**src/sv/spd_pkg.sv**
```systemverilog
`default_nettype none
// ----------------------------------------------------------------------------
// spd_pkg
// Shared types and constants of the sensor packet deframer: operation codes,
// result kinds, error causes, parser phases and the input stage item.
// ----------------------------------------------------------------------------
package spd_pkg;

  localparam logic [1:0] OP_START = 2'd0;
  localparam logic [1:0] OP_BYTE  = 2'd1;
  localparam logic [1:0] OP_TICK  = 2'd2;

  localparam logic KIND_PAYLOAD = 1'b0;
  localparam logic KIND_FINISH  = 1'b1;

  localparam logic [1:0] CAUSE_NONE     = 2'd0;
  localparam logic [1:0] CAUSE_LENGTH   = 2'd1;
  localparam logic [1:0] CAUSE_CHECKSUM = 2'd2;
  localparam logic [1:0] CAUSE_TIMEOUT  = 2'd3;

  localparam logic [0:0] REG_TIMEOUT  = 1'b0;
  localparam logic [0:0] REG_CAPACITY = 1'b1;

  localparam logic [7:0] HDR_BYTE0 = 8'hEF;
  localparam logic [7:0] HDR_BYTE1 = 8'h01;

  localparam logic [15:0] TIMEOUT_RESET  = 16'd1000;
  localparam logic [15:0] CAPACITY_RESET = 16'd16;
  localparam logic [15:0] TICKS_MAX      = 16'hFFFF;
  localparam logic [15:0] CRC_BYTES      = 16'd2;

  typedef enum logic [11:0] {
    PH_HUNT    = 12'b0000_0000_0001,
    PH_HDR2    = 12'b0000_0000_0010,
    PH_ADDR0   = 12'b0000_0000_0100,
    PH_ADDR1   = 12'b0000_0000_1000,
    PH_ADDR2   = 12'b0000_0001_0000,
    PH_ADDR3   = 12'b0000_0010_0000,
    PH_PID     = 12'b0000_0100_0000,
    PH_LENH    = 12'b0000_1000_0000,
    PH_LENL    = 12'b0001_0000_0000,
    PH_PAYLOAD = 12'b0010_0000_0000,
    PH_SUMH    = 12'b0100_0000_0000,
    PH_SUML    = 12'b1000_0000_0000
  } phase_t;

  typedef struct packed {
    logic       valid;
    logic [1:0] operation;
    logic [7:0] rx_byte;
  } item_t;

endpackage : spd_pkg
`default_nettype wire

```
**src/sv/spd_in_stage.sv**
```systemverilog
`default_nettype none
// ----------------------------------------------------------------------------
// spd_in_stage
// Input register. Holds one accepted item until the parser takes it and
// refills in the same cycle, so one item can enter per clock while the parser keeps taking.
// ----------------------------------------------------------------------------
module spd_in_stage
  import spd_pkg::*;
(
  input  wire logic       clk,
  input  wire logic       rst_n,
  input  wire logic       in_valid,
  output logic            in_ready,
  input  wire logic [1:0] in_operation,
  input  wire logic [7:0] in_rx_byte,
  input  wire logic       take,
  output item_t           item
);

  logic       valid_r, valid_nxt;
  logic [1:0] op_r;
  logic [7:0] byte_r;

  assign in_ready = !valid_r || take;

  always_comb begin
    valid_nxt = valid_r;
    if (in_valid && in_ready) begin
      valid_nxt = 1'b1;
    end else if (take) begin
      valid_nxt = 1'b0;
    end
  end

  always_ff @(posedge clk) begin
    if (!rst_n) begin
      valid_r <= 1'b0;
    end else begin
      valid_r <= valid_nxt;
    end
  end

  always_ff @(posedge clk) begin
    if (in_valid && in_ready) begin
      op_r   <= in_operation;
      byte_r <= in_rx_byte;
    end
  end

  assign item.valid     = valid_r;
  assign item.operation = op_r;
  assign item.rx_byte   = byte_r;

endmodule : spd_in_stage
`default_nettype wire

```
**src/sv/spd_parser.sv**
```systemverilog
`default_nettype none
// ----------------------------------------------------------------------------
// spd_parser
// Packet parser, checksum, tick timer and result register. Takes the item in
// the input register whenever the result register is free or being drained.
// ----------------------------------------------------------------------------
module spd_parser
  import spd_pkg::*;
(
  input  wire logic        clk,
  input  wire logic        rst_n,
  input  item_t            item,
  output logic             take,
  input  wire logic [15:0] timeout_ticks,
  input  wire logic [15:0] buffer_capacity,
  output logic             out_valid,
  input  wire logic        out_ready,
  output logic             out_kind,
  output logic [15:0]      out_payload_index,
  output logic [7:0]       out_data_byte,
  output logic             out_status,
  output logic [1:0]       out_error_cause,
  output logic [7:0]       out_confirmation_code,
  output logic [15:0]      out_payload_count
);

  logic        armed_r, armed_nxt;
  phase_t      phase_r, phase_nxt;
  logic [15:0] len_r, len_nxt;
  logic [15:0] pos_r, pos_nxt;
  logic [15:0] sum_r, sum_nxt;
  logic [7:0]  sum_hi_r, sum_hi_nxt;
  logic [7:0]  first_r, first_nxt;
  logic [15:0] ticks_r, ticks_nxt;

  logic        res_v;
  logic        res_kind;
  logic [15:0] res_index;
  logic [7:0]  res_byte;
  logic [1:0]  res_cause;
  logic        res_finish;

  logic        out_valid_r;
  logic        kind_r;
  logic [15:0] index_r;
  logic [7:0]  byte_r;
  logic        status_r;
  logic [1:0]  cause_r;
  logic [7:0]  conf_r;
  logic [15:0] count_r;

  logic [7:0]  b;
  logic [15:0] sum_add;
  logic [15:0] len_full;
  logic [15:0] pos_inc;

  assign take    = item.valid && (!out_valid_r || out_ready);
  assign b       = item.rx_byte;
  assign sum_add = sum_r + {8'd0, b};
  assign len_full = {len_r[15:8], b};
  assign pos_inc = pos_r + 16'd1;

  always_comb begin
    armed_nxt  = armed_r;
    phase_nxt  = phase_r;
    len_nxt    = len_r;
    pos_nxt    = pos_r;
    sum_nxt    = sum_r;
    sum_hi_nxt = sum_hi_r;
    first_nxt  = first_r;
    ticks_nxt  = ticks_r;
    res_v      = 1'b0;
    res_kind   = KIND_PAYLOAD;
    res_index  = 16'd0;
    res_byte   = 8'd0;
    res_cause  = CAUSE_NONE;
    res_finish = 1'b0;
    if (take) begin
      case (item.operation)
        OP_START: begin
          armed_nxt  = 1'b1;
          phase_nxt  = PH_HUNT;
          len_nxt    = 16'd0;
          pos_nxt    = 16'd0;
          sum_nxt    = 16'd0;
          sum_hi_nxt = 8'd0;
          first_nxt  = 8'd0;
          ticks_nxt  = 16'd0;
        end
        OP_BYTE: begin
          if (armed_r) begin
            case (phase_r)
              PH_HDR2: begin
                phase_nxt = (b == HDR_BYTE1) ? PH_ADDR0 : PH_HUNT;
              end
              PH_ADDR0: phase_nxt = PH_ADDR1;
              PH_ADDR1: phase_nxt = PH_ADDR2;
              PH_ADDR2: phase_nxt = PH_ADDR3;
              PH_ADDR3: phase_nxt = PH_PID;
              PH_PID: begin
                sum_nxt   = {8'd0, b};
                phase_nxt = PH_LENH;
              end
              PH_LENH: begin
                len_nxt   = {b, 8'd0};
                sum_nxt   = sum_add;
                phase_nxt = PH_LENL;
              end
              PH_LENL: begin
                len_nxt = len_full;
                sum_nxt = sum_add;
                if (len_full < CRC_BYTES) begin
                  res_finish = 1'b1;
                  res_cause  = CAUSE_LENGTH;
                end else begin
                  pos_nxt   = 16'd0;
                  phase_nxt = (len_full == CRC_BYTES) ? PH_SUMH : PH_PAYLOAD;
                end
              end
              PH_PAYLOAD: begin
                sum_nxt = sum_add;
                if (pos_r == 16'd0) begin
                  first_nxt = b;
                end
                if (pos_r < buffer_capacity) begin
                  res_v     = 1'b1;
                  res_index = pos_r;
                  res_byte  = b;
                end
                pos_nxt = pos_inc;
                if (pos_inc >= (len_r - CRC_BYTES)) begin
                  phase_nxt = PH_SUMH;
                end
              end
              PH_SUMH: begin
                sum_hi_nxt = b;
                phase_nxt  = PH_SUML;
              end
              PH_SUML: begin
                res_finish = 1'b1;
                res_cause  = ({sum_hi_r, b} == sum_r) ? CAUSE_NONE : CAUSE_CHECKSUM;
              end
              default: begin
                phase_nxt = (b == HDR_BYTE0) ? PH_HDR2 : PH_HUNT;
              end
            endcase
          end
        end
        OP_TICK: begin
          if (armed_r) begin
            if (ticks_r != TICKS_MAX) begin
              ticks_nxt = ticks_r + 16'd1;
            end
            if (ticks_nxt >= timeout_ticks) begin
              res_finish = 1'b1;
              res_cause  = CAUSE_TIMEOUT;
            end
          end
        end
        default: begin
        end
      endcase
      if (res_finish) begin
        armed_nxt = 1'b0;
        res_v     = 1'b1;
        res_kind  = KIND_FINISH;
      end
    end
  end

  always_ff @(posedge clk) begin
    if (!rst_n) begin
      armed_r  <= 1'b0;
      phase_r  <= PH_HUNT;
      len_r    <= 16'd0;
      pos_r    <= 16'd0;
      sum_r    <= 16'd0;
      sum_hi_r <= 8'd0;
      first_r  <= 8'd0;
      ticks_r  <= 16'd0;
    end else begin
      armed_r  <= armed_nxt;
      phase_r  <= phase_nxt;
      len_r    <= len_nxt;
      pos_r    <= pos_nxt;
      sum_r    <= sum_nxt;
      sum_hi_r <= sum_hi_nxt;
      first_r  <= first_nxt;
      ticks_r  <= ticks_nxt;
    end
  end

  always_ff @(posedge clk) begin
    if (!rst_n) begin
      out_valid_r <= 1'b0;
    end else if (res_v) begin
      out_valid_r <= 1'b1;
    end else if (out_ready) begin
      out_valid_r <= 1'b0;
    end
  end

  always_ff @(posedge clk) begin
    if (res_v) begin
      kind_r  <= res_kind;
      index_r <= res_index;
      byte_r  <= res_byte;
      status_r <= res_finish && (res_cause != CAUSE_NONE);
      cause_r <= res_cause;
      conf_r  <= (res_finish && (pos_r != 16'd0)) ? first_r : 8'd0;
      count_r <= res_finish ? pos_r : 16'd0;
    end
  end

  assign out_valid             = out_valid_r;
  assign out_kind              = kind_r;
  assign out_payload_index     = index_r;
  assign out_data_byte         = byte_r;
  assign out_status            = status_r;
  assign out_error_cause       = cause_r;
  assign out_confirmation_code = conf_r;
  assign out_payload_count     = count_r;

endmodule : spd_parser
`default_nettype wire

```
**src/sv/sensor_packet_deframer_top.sv**
```systemverilog
`default_nettype none
// ----------------------------------------------------------------------------
// sensor_packet_deframer_top
// Receive-side deframer for sum16-checksum serial sensor packets.
// ----------------------------------------------------------------------------
// The block accepts one item (start, received byte or tick) per clock cycle
// while results are taken. An accepted item is held in the input register;
// the parser, checksum adder and tick timer then update together and load the
// result register, which drives the out_ channel. A result that is not taken
// stalls the parser, and the input register then holds one more item before
// in_ready drops. Configuration writes are taken on every cycle (cfg_ready is
// always high); index 0 sets the timeout in ticks, index 1 the maximum number
// of payload bytes emitted per packet.
module sensor_packet_deframer_top
  import spd_pkg::*;
(
  input  wire logic        clk,
  input  wire logic        rst_n,
  input  wire logic        in_valid,
  output logic             in_ready,
  input  wire logic [1:0]  in_operation,
  input  wire logic [7:0]  in_rx_byte,
  output logic             out_valid,
  input  wire logic        out_ready,
  output logic             out_kind,
  output logic [15:0]      out_payload_index,
  output logic [7:0]       out_data_byte,
  output logic             out_status,
  output logic [1:0]       out_error_cause,
  output logic [7:0]       out_confirmation_code,
  output logic [15:0]      out_payload_count,
  input  wire logic        cfg_valid,
  output logic             cfg_ready,
  input  wire logic [0:0]  cfg_index,
  input  wire logic [15:0] cfg_data
);

  logic [15:0] timeout_r;
  logic [15:0] capacity_r;
  item_t       item;
  logic        take;

  assign cfg_ready = 1'b1;

  always_ff @(posedge clk) begin
    if (!rst_n) begin
      timeout_r  <= TIMEOUT_RESET;
      capacity_r <= CAPACITY_RESET;
    end else if (cfg_valid && cfg_ready) begin
      case (cfg_index)
        REG_TIMEOUT:  timeout_r  <= cfg_data;
        REG_CAPACITY: capacity_r <= cfg_data;
        default: begin
        end
      endcase
    end
  end

  spd_in_stage u_in_stage (
    .clk          (clk),
    .rst_n        (rst_n),
    .in_valid     (in_valid),
    .in_ready     (in_ready),
    .in_operation (in_operation),
    .in_rx_byte   (in_rx_byte),
    .take         (take),
    .item         (item)
  );

  spd_parser u_parser (
    .clk                   (clk),
    .rst_n                 (rst_n),
    .item                  (item),
    .take                  (take),
    .timeout_ticks         (timeout_r),
    .buffer_capacity       (capacity_r),
    .out_valid             (out_valid),
    .out_ready             (out_ready),
    .out_kind              (out_kind),
    .out_payload_index     (out_payload_index),
    .out_data_byte         (out_data_byte),
    .out_status            (out_status),
    .out_error_cause       (out_error_cause),
    .out_confirmation_code (out_confirmation_code),
    .out_payload_count     (out_payload_count)
  );

`ifndef SYNTHESIS
  a_finish_status: assert property (@(posedge clk) disable iff (!rst_n)
    out_valid && (out_kind == KIND_FINISH) |->
      (out_status == (out_error_cause != CAUSE_NONE)))
    else $error("finish status disagrees with error cause");

  a_payload_clean: assert property (@(posedge clk) disable iff (!rst_n)
    out_valid && (out_kind == KIND_PAYLOAD) |->
      (!out_status && (out_error_cause == CAUSE_NONE) && (out_payload_count == 16'd0)))
    else $error("payload result carries finish fields");

  a_full_backpressure: assert property (@(posedge clk) disable iff (!rst_n)
    item.valid && out_valid && !out_ready |-> !in_ready)
    else $error("input accepted while both stages are blocked");

  a_held_item: assert property (@(posedge clk) disable iff (!rst_n)
    item.valid && !take |=> item.valid && $stable(item.operation) && $stable(item.rx_byte))
    else $error("input register lost an item that was not taken");
`endif

endmodule : sensor_packet_deframer_top
`default_nettype wire

```
**config.mk**
```make
export PLATFORM = sky130hd
export DESIGN_NAME = sensor_packet_deframer_top
export DESIGN_NICKNAME = d
export VERILOG_FILES = /design/src/sv/spd_pkg.sv /design/src/sv/spd_in_stage.sv /design/src/sv/spd_parser.sv /design/src/sv/sensor_packet_deframer_top.sv
export SDC_FILE = /design/constraint.sdc
export NUM_CORES = 1
export LEC_CHECK = 0
export ABC_AREA = 0
export BUFFER_PORTS_ARGS = -buffer_cell sky130_fd_sc_hd__buf_2
export CORE_MARGIN = 2
export CORE_UTILIZATION = 30
export CTS_CLUSTER_SIZE = 40
export DETAILED_ROUTE_END_ITERATION = 8
export HOLD_SLACK_MARGIN = 0.05
export PLACE_DENSITY = 0.52
export SYNTH_ARGS = -nofsm -noshare
export SYNTH_HDL_FRONTEND = slang
export SYNTH_SLANG_ARGS = --single-unit
```
**constraint.sdc**
```tcl
create_clock -name clk -period 4.75 [get_ports clk]
set_input_delay 0.7125 -clock clk [delete_from_list [all_inputs] [get_ports clk]]
set_output_delay 0.7125 -clock clk [all_outputs]
set_load 0.05 [all_outputs]
```
Word level (Yosys, flattened, before mapping)
Index checks and enable logic that the tools add are counted.
Operators by class
  $add $sub $neg: 4
  $lt $le $gt $ge: 4
  equal/unequal tests: 31
  muxes and demuxes: 60
  bitwise gates (word level): 1
  reduce and logical (&&, ||, !) cells: 30
Operators by type and width (count)
  $pmux 16 s2: 7
  $mux 16: 9
  $pmux 12 s11: 1
  $mux 8: 5
  $mux 12: 3
  $add 16x1->16 const B: 2
  $ge 16x16->1: 2
  $pmux 8 s2: 2
  $pmux 12 s2: 1
  $mux 1: 20
  $reduce_and 5->1: 4
  $add 16x8->16: 1
  $eq 16x16->1: 1
  $eq 16x2->1 const B: 1
  $logic_not 16->1: 1
  $lt 16x16->1: 1
  $lt 16x2->1 const B: 1
  $ne 16x16->1 const B: 1
  $reduce_bool 16->1: 1
  $sub 16x2->16 const B: 1
  $eq 12x10->1 const B: 1
  $eq 12x11->1 const B: 1
  $eq 12x12->1 const B: 1
  $eq 12x2->1 const B: 1
  31 further kinds: 61
Storage, ports and cells
  flip-flop bits (word level): 189

Logic depth before layout (Yosys ltp)
Gate-level depths: netlist of the first run.
  depth in word-level cells: 13
  gate-level depth with buffers: 16
  gate-level depth less buffers: 15

Modules after synthesis
A second synthesis of the first run with hierarchy kept.
Second synthesis, totals
  cells, all modules: 1157
  area total of the unflattened synthesis: 10505.1 µm²
By module, submodules not included
  spd_parser: instances 1, cells an instance 1007, area each 8878.5 µm², sequential area each 3443.3 µm²
  sensor_packet_deframer_top: instances 1, cells an instance 134, area each 1261.2 µm², sequential area each 640.6 µm²
  spd_in_stage: instances 1, cells an instance 16, area each 365.4 µm², sequential area each 320.3 µm²

Least setup slack after synthesis of the first run
No wires, ideal clock.
  path type: register to register
  from: reg u_parser.ticks_r[7]
  to: reg u_parser.conf_r[0] (netlist: u_parser.out_confirmation_code[0]) (enable)
  library setup time: 0.418 ns
  arrival time: 4.488 ns
  path slack: -0.156 ns
  stages on the path, launching flop included: 15
  buffers on the path: 1
  period minus slack after synthesis: 4.906 ns
  cells stage by stage: dfxtp_1 -> clkbuf_1 -> nand4_1 -> nor4_1 -> a311oi_1 -> nand2_1 -> nor2_1 -> xor2_1 -> ha_1 -> nand2_1 -> nor4_1 -> o2111ai_1 -> a31oi_1 -> nor2_2 -> nand2b_1
On the way
  word-level cells in the longest chain between the ends: 12
  elaborated cells between the ends (all ways): 13
  classes of those cells: 1 x add/sub; 1 x order compare; 1 x eq/ne; 10 x mux
Ends and longest elaborated chain
  start: declaration: line spd_parser.sv:34  | logic [15:0] ticks_r, ticks_nxt;
  start signal: assignment: line spd_parser.sv:189  | ticks_r <= ticks_nxt;
  $add 16x1->16 / $ne 16x16->1 (equally long branches): line spd_parser.sv:152, spd_parser.sv:151
  $mux 16 (*): line spd_parser.sv:151  | if (ticks_r != TICKS_MAX) begin
  $mux 16 (*): line spd_parser.sv:150  | if (armed_r) begin
  $mux 16 (*): line spd_parser.sv:79  | case (item.operation)
  $mux 16 (*): line spd_parser.sv:78  | if (take) begin
  $ge 16x16->1 (*): line spd_parser.sv:154  | if (ticks_nxt >= timeout_ticks) begin
  $mux 1 (*): line spd_parser.sv:154
  $mux 1 (*): line spd_parser.sv:150
  $pmux 1 s2 (*): line spd_parser.sv:79
  $mux 1 (*): line spd_parser.sv:78
  $mux 1 (*): line spd_parser.sv:163  | if (res_finish) begin
  $mux 1 (*): line spd_parser.sv:78
  net u_parser.res_v: line spd_parser.sv:36  | logic res_v;
  end signal: assignment: line spd_parser.sv:210  | conf_r <= (res_finish && (pos_r != 16'd0)) ? first_r : 8'd0;
  end: declaration: line spd_parser.sv:49  | logic [7:0] conf_r;
The timed path passes the listed nets; every way through them passes the cells marked *. The select of a mux whose other input is x is not followed.
A chain may end at the register's enable or synchronous reset.

Worst setup path after layout of the first run
  from: reg u_parser.ticks_r[0]
  to: reg u_parser.conf_r[3] (netlist: u_parser.out_confirmation_code[3]) (enable)
Same word-level chain as after synthesis.

==> impl_metrics.json, run 1 <==
{
  "final_common_cell": "nand2_1",
  "cts_buffer_depth": 2,
  "ir_drop_uv": 246,
  "grt_antenna_before_repair": 0,
  "setup.worst_path.end_class": "flop",
  "synthAdderAreaFrac_pct": 7.74,
  "h-tree-depth": 4,
  "ios": 87,
  "crit_fanout": 47,
  "synth_compound_area_share_pct": 15.8,
  "synth_top_family_by_area": "simple AND/OR/NAND/NOR gates",
  "cp-startpoint": "u_parser.ticks_r[0]",
  "syn_nets": 1229,
  "timing.fmax_mhz": 247,
  "synth_top_area_share_pct": 24.7,
  "pre_cts_slack_ns": 0.747,
  "cts_resized": 0,
  "cellPowerDensity_nw_per_um2": 283,
  "cts_tree": "done",
  "rsz0062_at_grt": "false",
  "maxCapViolCount": 0,
  "routedWlPerCell_um": 16.8,
  "path_class": "reg2reg",
  "r2r_start": "u_parser.ticks_r[0]",
  "finalHoldViolCount": 0,
  "crit_path_end": "u_parser.out_confirmation_code[3]",
  "drt_first_iter_violations": 721,
  "min_from": "in_operation[1]",
  "leakage_uw": 0.00473,
  "yosysTopAreaCell": "dfxtp_1",
  "final_max_slew_viol_count": 0,
  "path_buf_inv": 4,
  "die-area_um2": 35800,
  "dr.pass1.iters": 5,
  "syn_area_um2": 10300,
  "fin_skew_ns": 0.0130,
  "syn_area_per_cell_um2": 9.07,
  "path_cells": "ha_1, inv_1, nor4_1, buf_4, a311oi_1, buf_4, nand2_1, nor2_1, xor2_1, ha_1, nand2_1, nor4_1, o2111ai_1, a31oi_1, nor2_2, nand2b_2, buf_12",
  "period_needed_ns": 4.05,
  "cts_made_buffers": 17,
  "grt_pass1_vias": 7828,
  "async_reset_ff_share_pct": 0,
  "run_status": "completed",
  "synthCells": 1134,
  "drive_gt1_share_pct": 13.3,
  "slew_headroom_pct": 25.1,
  "postRouteAntennaNets": 0,
  "final_util_pct": 34.9,
  "cts.reportedPaths.clkPinSlew_ns": 0.08,
  "ys_ff_latch": 189,
  "syn2layout_area_growth_pct": 14.0,
  "worstSetupStartpointType": "flop",
  "cts_setup_buffers": 0,
  "synthFlopType": "dfxtp_1",
  "io_buffers": 85,
  "synthTopCellsByArea": "dfxtp_1 (25%), edfxtp_1 (18%), ha_1 (7.5%), nand2_1 (5.2%), a21oi_1 (3.5%)",
  "grtUsageTotal_pct": 15.8,
  "grt.overflow.total": 0,
  "place_hpwl_um": 20100,
  "gp_congestion": 0.850,
  "initial_core_util_pct": 30.6,
  "whs_path_depth": 1,
  "chipWidth_um": 189,
  "final_cell_mix": "nand2_1 (143), dfxtp_1 (127), buf_2 (85)",
  "hold_path_class": "in2reg",
  "rows": 67,
  "clock_latency_ns": 0.46,
  "tightest_slew_ns": 1.11,
  "yosysUniqueCellTypes": 80,
  "ys_warn_count": 0,
  "synth_edf_count": 62,
  "ys_seq_area_share_pct": 42.8,
  "core_area_um2": 33600,
  "cts-root-buf": "clkbuf_16",
  "grt_start_max_net_pins": 48,
  "synth-simple-area-share_pct": 21.3,
  "cpPeakStageDelay_ns": 0.41,
  "required_ns": 4.88,
  "cts_hold_buf": 0,
  "synthMuxAreaShare_pct": 3.27,
  "worstReg2RegEnd": "u_parser.out_confirmation_code[3]",
  "cp.depth": 17,
  "grt_first_pass_wirelength_um": 44400,
  "period_share_pct": 85.2,
  "finalWirelength_um": 27800,
  "crit_slowest_cell": "dfxtp_1",
  "finalSetupViolations": 0,
  "cp_data_arrival_time_ns": 4.18,
  "fin_nets": 1283,
  "setup_tns_ns": 0,
  "yosys.area_share.xor_xnor_pct": 4.60,
  "fin_area_um2": 11700,
  "via_per_inst": 5.08,
  "placed_cell_area_um2": 11100,
  "drc": 0,
  "crit_family": "simple AND/OR/NAND/NOR gates",
  "r2r_slack_ns": 0.70,
  "reg2reg_depth": 17,
  "cts_sinks": 189,
  "setup_ws_ns": 0.704,
  "die_h_um": 189,
  "num_vias": 8376,
  "n_antenna_cell": 0
}
## worst reg2reg max path, cell delays in order (launching register included)
cell       delay (ns)
dfxtp_1          0.41
ha_1             0.26
inv_1            0.11
nor4_1           0.30
buf_4            0.20
a311oi_1         0.10
buf_4            0.18
nand2_1          0.14
nor2_1           0.07
xor2_1           0.14
ha_1             0.29
nand2_1          0.07
nor4_1           0.31
o2111ai_1        0.17
a31oi_1          0.31
nor2_2           0.14
nand2b_2         0.20
buf_12           0.26
## worst min-delay path by stage
stage / slack [ns] / to
after detailed placement: 0.45 / timeout_r[4]
final: 0.43 / u_in_stage.op_r[1]
after global routing: 0.40 / u_in_stage.op_r[1]
after CTS: 0.40 / u_in_stage.op_r[1]
after floorplan: 0.43 / capacity_r[0]
after global placement: 0.44 / capacity_r[11]
## logic make-up after synthesis
group | Yosys count
XOR/XNOR | 54
other | 1
AO/OA/AOI/OAI | 243
adder cells (fa/ha/maj) | 63
multiplexers | 33
AND/OR/NAND/NOR | 435
buffers and inverters | 116
flip-flops | 189
## stage by stage
stage	power, µW	cells	hold slack [ns]
after CTS	3360	1649	0.404
after floorplan	1860	1134	0.432
after global placement	1930	1617	0.444
final	3320	1649	0.426
after detailed placement	1930	1617	0.450
after global routing	3460	1649	0.401
## area by class of cell
class | instances | area (µm²)
sequential | 189 | 4400
timing repair buffer | 102 | 566
clock inverter | 15 | 149
multi-input combinational | 829 | 5430
clock buffer | 17 | 425
inverter | 49 | 184
fill | 3425 | 21900
tap | 448 | 561
## synthesized netlist by cell type (all sizes together), types with 3 or more instances
cell / instances
and3: 20
nor3b: 5
dfxtp: 127
a32oi: 22
a41oi: 7
a211o: 3
o211ai: 9
o21a: 7
o21bai: 4
a21o: 6
o31ai: 9
nand4b: 6
nor4: 25
a311oi: 5
nor2: 75
nand2: 144
mux2: 5
clkbuf: 58
xnor2: 40
nor2b: 8
a22oi: 3
nand3b: 3
nand3: 28
a211oi: 7
inv: 49
a31oi: 10
edfxtp: 62
or3b: 3
o41ai: 5
buf: 9
mux2i: 28
o21ai: 46
a21oi: 72
xor2: 14
nand2b: 9
o2bb2ai: 3
a31o: 4
ha: 62
nand4: 14
nor3: 31
or4: 9
and2: 44
## state kept, by name, indices dropped and copies added, names as in the netlist, 2 cells and up
| signal | cells |
|---|---|
| u_parser.out_confirmation_code | 8 |
| u_in_stage.byte_r | 8 |
| u_parser.first_r | 8 |
| capacity_r | 16 |
| u_parser.out_payload_count | 16 |
| u_parser.pos_r | 16 |
| u_parser.ticks_r | 16 |
| u_in_stage.op_r | 2 |
| u_parser.sum_r | 16 |
| u_parser.len_r | 16 |
| u_parser.out_data_byte | 8 |
| u_parser.out_error_cause | 2 |
| u_parser.phase_r | 12 |
| u_parser.sum_hi_r | 8 |
| timeout_r | 16 |
| u_parser.out_payload_index | 16 |
## per-layer routing
layer	up-vias	global-route usage, %	routed length [µm]
li1	4229	-	-
met5	-	0	0
met1	3964	22.3	13700
met3	19	2.61	1030
met4	0	4.60	378
met2	164	24.7	12600
## power by group
| group | internal, µW | total [µW] | switching [µW] |
|---|---|---|---|
| clock | 703 | 1420 | 720 |
| combinational | 63.4 | 194 | 131 |
| sequential | 1680 | 1700 | 21.5 |
| total | 2450 | 3320 | 872 |
Note: power is estimated with default switching activity, not from simulation.
==> run 2, diff against run 1 <==
Settings changed: BUFFER_PORTS_ARGS -buffer_cell sky130_fd_sc_hd__buf_2 to not set, CORE_UTILIZATION 30 to 58, DONT_BUFFER_PORTS set to 1, PLACE_DENSITY 0.52 to 0.81.
==> run 2 against run 1 <==
Sequential cell count unchanged; global-route usage rose by 12 points; fmax shrank 4.4%; via count grew 1.6%; worst hold slack got worse by 0.060 ns; register-to-register slack lost 0.19 ns; wire length fell by 7.8%; die area shrank 47%; non-clock buffer count shrank 89; first-iteration DRC count up 29%; final area fell by 6.5%; count of clock-buffer cells in the layout rose by 1; highest routed layer unchanged.
==> impl_metrics.json, run 2 (synthesized netlist as in run 1, its figures left out) <==
{
  "run_status": "completed",
  "ios": 87,
  "clock_latency_ns": 0.44,
  "finalHoldViolCount": 0,
  "die_h_um": 137,
  "h-tree-depth": 4,
  "worstReg2RegEnd": "u_parser.out_payload_count[7]",
  "fin_nets": 1194,
  "r2r_start": "u_parser.ticks_r[0]",
  "n_antenna_cell": 0,
  "period_share_pct": 89.1,
  "core_area_um2": 17300,
  "cts-root-buf": "clkbuf_16",
  "cts_buffer_depth": 2,
  "final_util_pct": 63.3,
  "via_per_inst": 6.37,
  "period_needed_ns": 4.23,
  "holdPathEnd": "u_in_stage.byte_r[6]",
  "cts_hold_buf": 0,
  "crit_fanout": 36,
  "tightest_slew_ns": 1.41,
  "min_from": "in_rx_byte[6]",
  "syn2layout_area_growth_pct": 6.50,
  "cts_sinks": 189,
  "grt.overflow.total": 0,
  "final_common_cell": "nand2_1",
  "place_hpwl_um": 17700,
  "timing.fmax_mhz": 236,
  "setup.worst_path.end_class": "flop",
  "hold_path_class": "in2reg",
  "grtUsageTotal_pct": 27.5,
  "grt_start_max_net_pins": 49,
  "cts_made_buffers": 17,
  "slew_headroom_pct": 4.80,
  "leakage_uw": 0.00427,
  "maxCapViolCount": 0,
  "drc": 0,
  "reg2reg_depth": 13,
  "cp_data_arrival_time_ns": 4.32,
  "cts.reportedPaths.clkPinSlew_ns": 0.07,
  "cts_resized": 0,
  "rows": 48,
  "whs_path_depth": 0,
  "r2r_slack_ns": 0.52,
  "die-area_um2": 18800,
  "cts_setup_buffers": 0,
  "rsz0062_at_grt": "false",
  "drive_gt1_share_pct": 6.29,
  "grt_pass1_vias": 7906,
  "worstSetupStartpointType": "flop",
  "cts_tree": "done",
  "required_ns": 4.83,
  "drt_first_iter_violations": 928,
  "dr.pass1.iters": 5,
  "final_cell_mix": "nand2_1 (143), dfxtp_1 (127), nor2_1 (74)",
  "totalPowerFinal_uw": 3240,
  "grt_antenna_before_repair": 0,
  "setup_tns_ns": 0,
  "grt_first_pass_wirelength_um": 40600,
  "gp_congestion": 0.892,
  "num_vias": 8511,
  "chipWidth_um": 137,
  "final_max_slew_viol_count": 0,
  "io_buffers": 0,
  "finalWirelength_um": 25600,
  "cellPowerDensity_nw_per_um2": 296,
  "path_class": "reg2reg",
  "routedWlPerCell_um": 19.1,
  "initial_core_util_pct": 59.5,
  "finalSetupViolations": 0,
  "ir_drop_uv": 264,
  "fin_skew_ns": 0.0104,
  "postRouteAntennaNets": 0
}
run 2: cell types whose count changed in the layout (fill, tap and decap cells not counted):
cell and delta:
buf_4 -3, clkinv_8 -1, inv_8 -4, buf_12 -1, inv_6 +2, clkbuf_1 +1, clkinv_4 +3, inv_4 -1
buf_2 -85
run 2: stage by stage:
stage | std cells | hold WS [ns] | setup WS [ns] | cell area, µm²
2_1_floorplan | 1134 | 0.432 | 0.424 | 10300
3_3_place_gp | 1305 | 0.444 | 0.889 | 10400
3_5_place_dp | 1305 | 0.448 | 0.665 | 10400
4_1_cts | 1337 | 0.361 | 0.572 | 11000
5_1_grt | 1337 | 0.351 | 0.134 | 11000
6_report | 1337 | 0.366 | 0.518 | 11000
run 2: cell type report:
| class | instances | area [µm²] |
|---|---|---|
| Timing Repair Buffer | 13 | 97.6 |
| Clock buffer | 18 | 429 |
| Tap cell | 225 | 282 |
| Clock inverter | 14 | 125 |
| Sequential cell | 189 | 4400 |
| Inverter | 49 | 184 |
| Multi-Input combinational cell | 829 | 5430 |
| Fill cell | 1397 | 6340 |
run 2: worst max-delay path by stage:
stage | end | from | slack [ns] | cells after the start
2_1_floorplan | u_parser.out_confirmation_code[0] | u_parser.ticks_r[7] | 0.42 | 14
3_3_place_gp | u_parser.out_payload_count[7] | u_parser.ticks_r[0] | 0.89 | 13
3_5_place_dp | u_parser.out_payload_count[7] | u_parser.ticks_r[0] | 0.66 | 13
4_1_cts | u_parser.out_payload_count[7] | u_parser.ticks_r[0] | 0.57 | 13
5_1_grt | u_parser.out_payload_count[7] | u_parser.ticks_r[0] | 0.13 | 13
6_report | u_parser.out_payload_count[7] | u_parser.ticks_r[0] | 0.52 | 13
run 2: metal layers:
layer	track usage, %	part of all wire, %	wire [µm]	vias up
met2	45.7	47	12000	374
met4	8.71	2.9	746	0
met3	5.74	6.8	1740	72
met5	0	0	0	-
met1	35.8	43	11100	4019
li1	-	-	-	4046
run 2: worst max-delay path: stages (launching register included):
cell and delay (ns):
dfxtp_1 0.40, and2_1 0.37, nand2_1 0.09, nor4_1 0.51, nand3_1 0.16, mux2_2 0.33, ha_1 0.30, nand2_1 0.09
nor4_1 0.47, o2111ai_1 0.18, a31oi_1 0.32, nor2_2 0.14, nand2b_2 0.10, buf_4 0.40
run 2: power breakdown:
group | leakage [µW] | switching (µW) | internal [µW] | total [µW]
Combinational | 0.00227 | 111 | 52.6 | 164
Clock | 0.000272 | 679 | 691 | 1370
Sequential | 0.00173 | 23.8 | 1680 | 1700
==> run 3, diff against run 2 <==
Settings changed: CORE_ASPECT_RATIO set to 0.9.
==> run 3 against run 2 <==
Critical path depth stayed put; first-iteration DRC count is 14% lower; sequential power hardly changed; worst hold slack worse by 0.0018 ns; highest routed layer unchanged.
==> impl_metrics.json, run 3 (synthesized netlist as in run 1, its figures left out) <==
{
  "run_status": "completed",
  "cp_data_arrival_time_ns": 4.26,
  "intPower_uw": 2420,
  "p_sw_uw": 804,
  "clock_latency_ns": 0.44,
  "grt_antenna_before_repair": 0,
  "dr.pass1.iters": 5,
  "worstSetupStartpointType": "flop",
  "timing.fmax_mhz": 242,
  "die_h_um": 130,
  "hold_path_class": "in2reg",
  "cts_setup_buffers": 0,
  "ir_drop_uv": 222,
  "cts.reportedPaths.clkPinSlew_ns": 0.07,
  "period_share_pct": 87.2,
  "grt_first_pass_wirelength_um": 39200,
  "setup_tns_ns": 0,
  "cts_hold_buf": 0,
  "num_vias": 8438,
  "io_buffers": 0,
  "leakage_uw": 0.00426,
  "drc": 0,
  "period_needed_ns": 4.14,
  "chipWidth_um": 144,
  "maxCapViolCount": 0,
  "rsz0062_at_grt": "false",
  "via_per_inst": 6.25,
  "die-area_um2": 18800,
  "cts_sinks": 189,
  "grt_pass1_vias": 7719,
  "postRouteAntennaNets": 0,
  "fin_nets": 1192,
  "cts-root-buf": "clkbuf_16",
  "crit_fanout": 48,
  "drt_first_iter_violations": 795,
  "p_clk_share_pct": 42.1,
  "finalSetupViolations": 0,
  "reg2reg_depth": 13,
  "finalHoldViolCount": 0,
  "n_antenna_cell": 0,
  "worstReg2RegEnd": "u_parser.out_data_byte[6]",
  "setup.worst_path.end_class": "flop",
  "cts_tree": "done",
  "cp-startpoint": "u_parser.ticks_r[0]",
  "drive_gt1_share_pct": 6.22,
  "seqPwrFrac_pct": 52.9,
  "cellPowerDensity_nw_per_um2": 294,
  "core_area_um2": 17500,
  "p_comb_share_pct": 5.0,
  "finalWirelength_um": 24400,
  "cts_buffer_depth": 2,
  "gp_congestion": 0.912,
  "required_ns": 4.87,
  "final_cell_mix": "nand2_1 (143), dfxtp_1 (127), nor2_1 (74)",
  "cts_resized": 0,
  "syn2layout_area_growth_pct": 6.68,
  "crit_path_end": "u_parser.out_data_byte[6]",
  "h-tree-depth": 4,
  "fin_skew_ns": 0.0114,
  "grtUsageTotal_pct": 26.4,
  "routedWlPerCell_um": 18.1,
  "r2r_start": "u_parser.ticks_r[0]",
  "ios": 87,
  "place_hpwl_um": 17300,
  "final_max_slew_viol_count": 0,
  "power.share.switching_pct": 24.9,
  "grt_start_max_net_pins": 49,
  "final_util_pct": 62.7,
  "r2r_slack_ns": 0.61,
  "initial_core_util_pct": 58.8,
  "grt.overflow.total": 0,
  "rows": 46,
  "cts_made_buffers": 17,
  "slew_headroom_pct": 17.4,
  "path_class": "reg2reg",
  "tightest_slew_ns": 1.23,
  "final_common_cell": "nand2_1"
}
run 3: changes by cell type in the layout (fill, tap and decap cells not counted), sizes merged:
cell      previous run  this run
buf                 13        11
clkbuf              18        17
clkinvlp             1         3
inv                 56        55
run 3: area by class of cell:
cell class	instances	area (µm²)
fillers	1412	6530
multi-input cells	829	5430
flip-flops and latches	189	4400
clock buffers	17	425
well taps	240	300
inverters	49	184
clock inverters	15	131
repair buffers	11	95.1
run 3: per-layer routing:
| metal | GRT usage [%] | part of all wire, % | vias up |
|---|---|---|---|
| met3 | 5.25 | 7.1 | 56 |
| li1 | - | - | 4045 |
| met5 | 0 | 0 | - |
| met4 | 9.42 | 2.6 | 0 |
| met1 | 36.1 | 45 | 3970 |
| met2 | 41.7 | 45 | 367 |
run 3: how the worst min path moves through the flow:
stage               slack, ns                    to  cells past startpoint            from
CTS                      0.36  u_in_stage.byte_r[6]                      0   in_rx_byte[6]
global placement         0.44        capacity_r[12]                      2  capacity_r[12]
finish                   0.36  u_in_stage.byte_r[6]                      0   in_rx_byte[6]
global route             0.35  u_in_stage.byte_r[4]                      0   in_rx_byte[4]
floorplan                0.43         capacity_r[0]                      2   capacity_r[0]
detailed placement       0.45        capacity_r[14]                      2  capacity_r[14]
run 3: metrics by stage:
stage                     hold slack (ns)  total power [µW]  instance area [µm²]  cells  worst slack [ns]
final                               0.365              3220                11000   1350             0.610
after global routing                0.349              3320                11000   1350             0.431
after CTS                           0.357              3230                11000   1350             0.700
after detailed placement            0.447              1900                10400   1318             0.734
after global placement              0.444              1890                10400   1318             0.940
after floorplan                     0.432              1860                10300   1134             0.424
run 3: power groups by stage:
| stage | Clock [µW] | Sequential [µW] | Combinational, µW |
|---|---|---|---|
| 2_1_floorplan | 0 | 1730 | 128 |
| 3_3_place_gp | 0 | 1740 | 154 |
| 5_1_grt | 1440 | 1710 | 178 |
| 3_5_place_dp | 0 | 1740 | 158 |
| 6_report | 1360 | 1700 | 162 |
| 4_1_cts | 1370 | 1700 | 159 |
run 3: critical path: stages, from the launching register on:
cell       delay, ns
dfxtp_1         0.41
and2_1          0.37
nand2_1         0.10
nor4_1          0.57
nand3_1         0.19
mux2_2          0.32
ha_1            0.30
nand2_1         0.08
nor4_1          0.38
o2111ai_1       0.17
a31oi_1         0.31
nor2_2          0.14
nand2b_2        0.18
buf_12          0.26
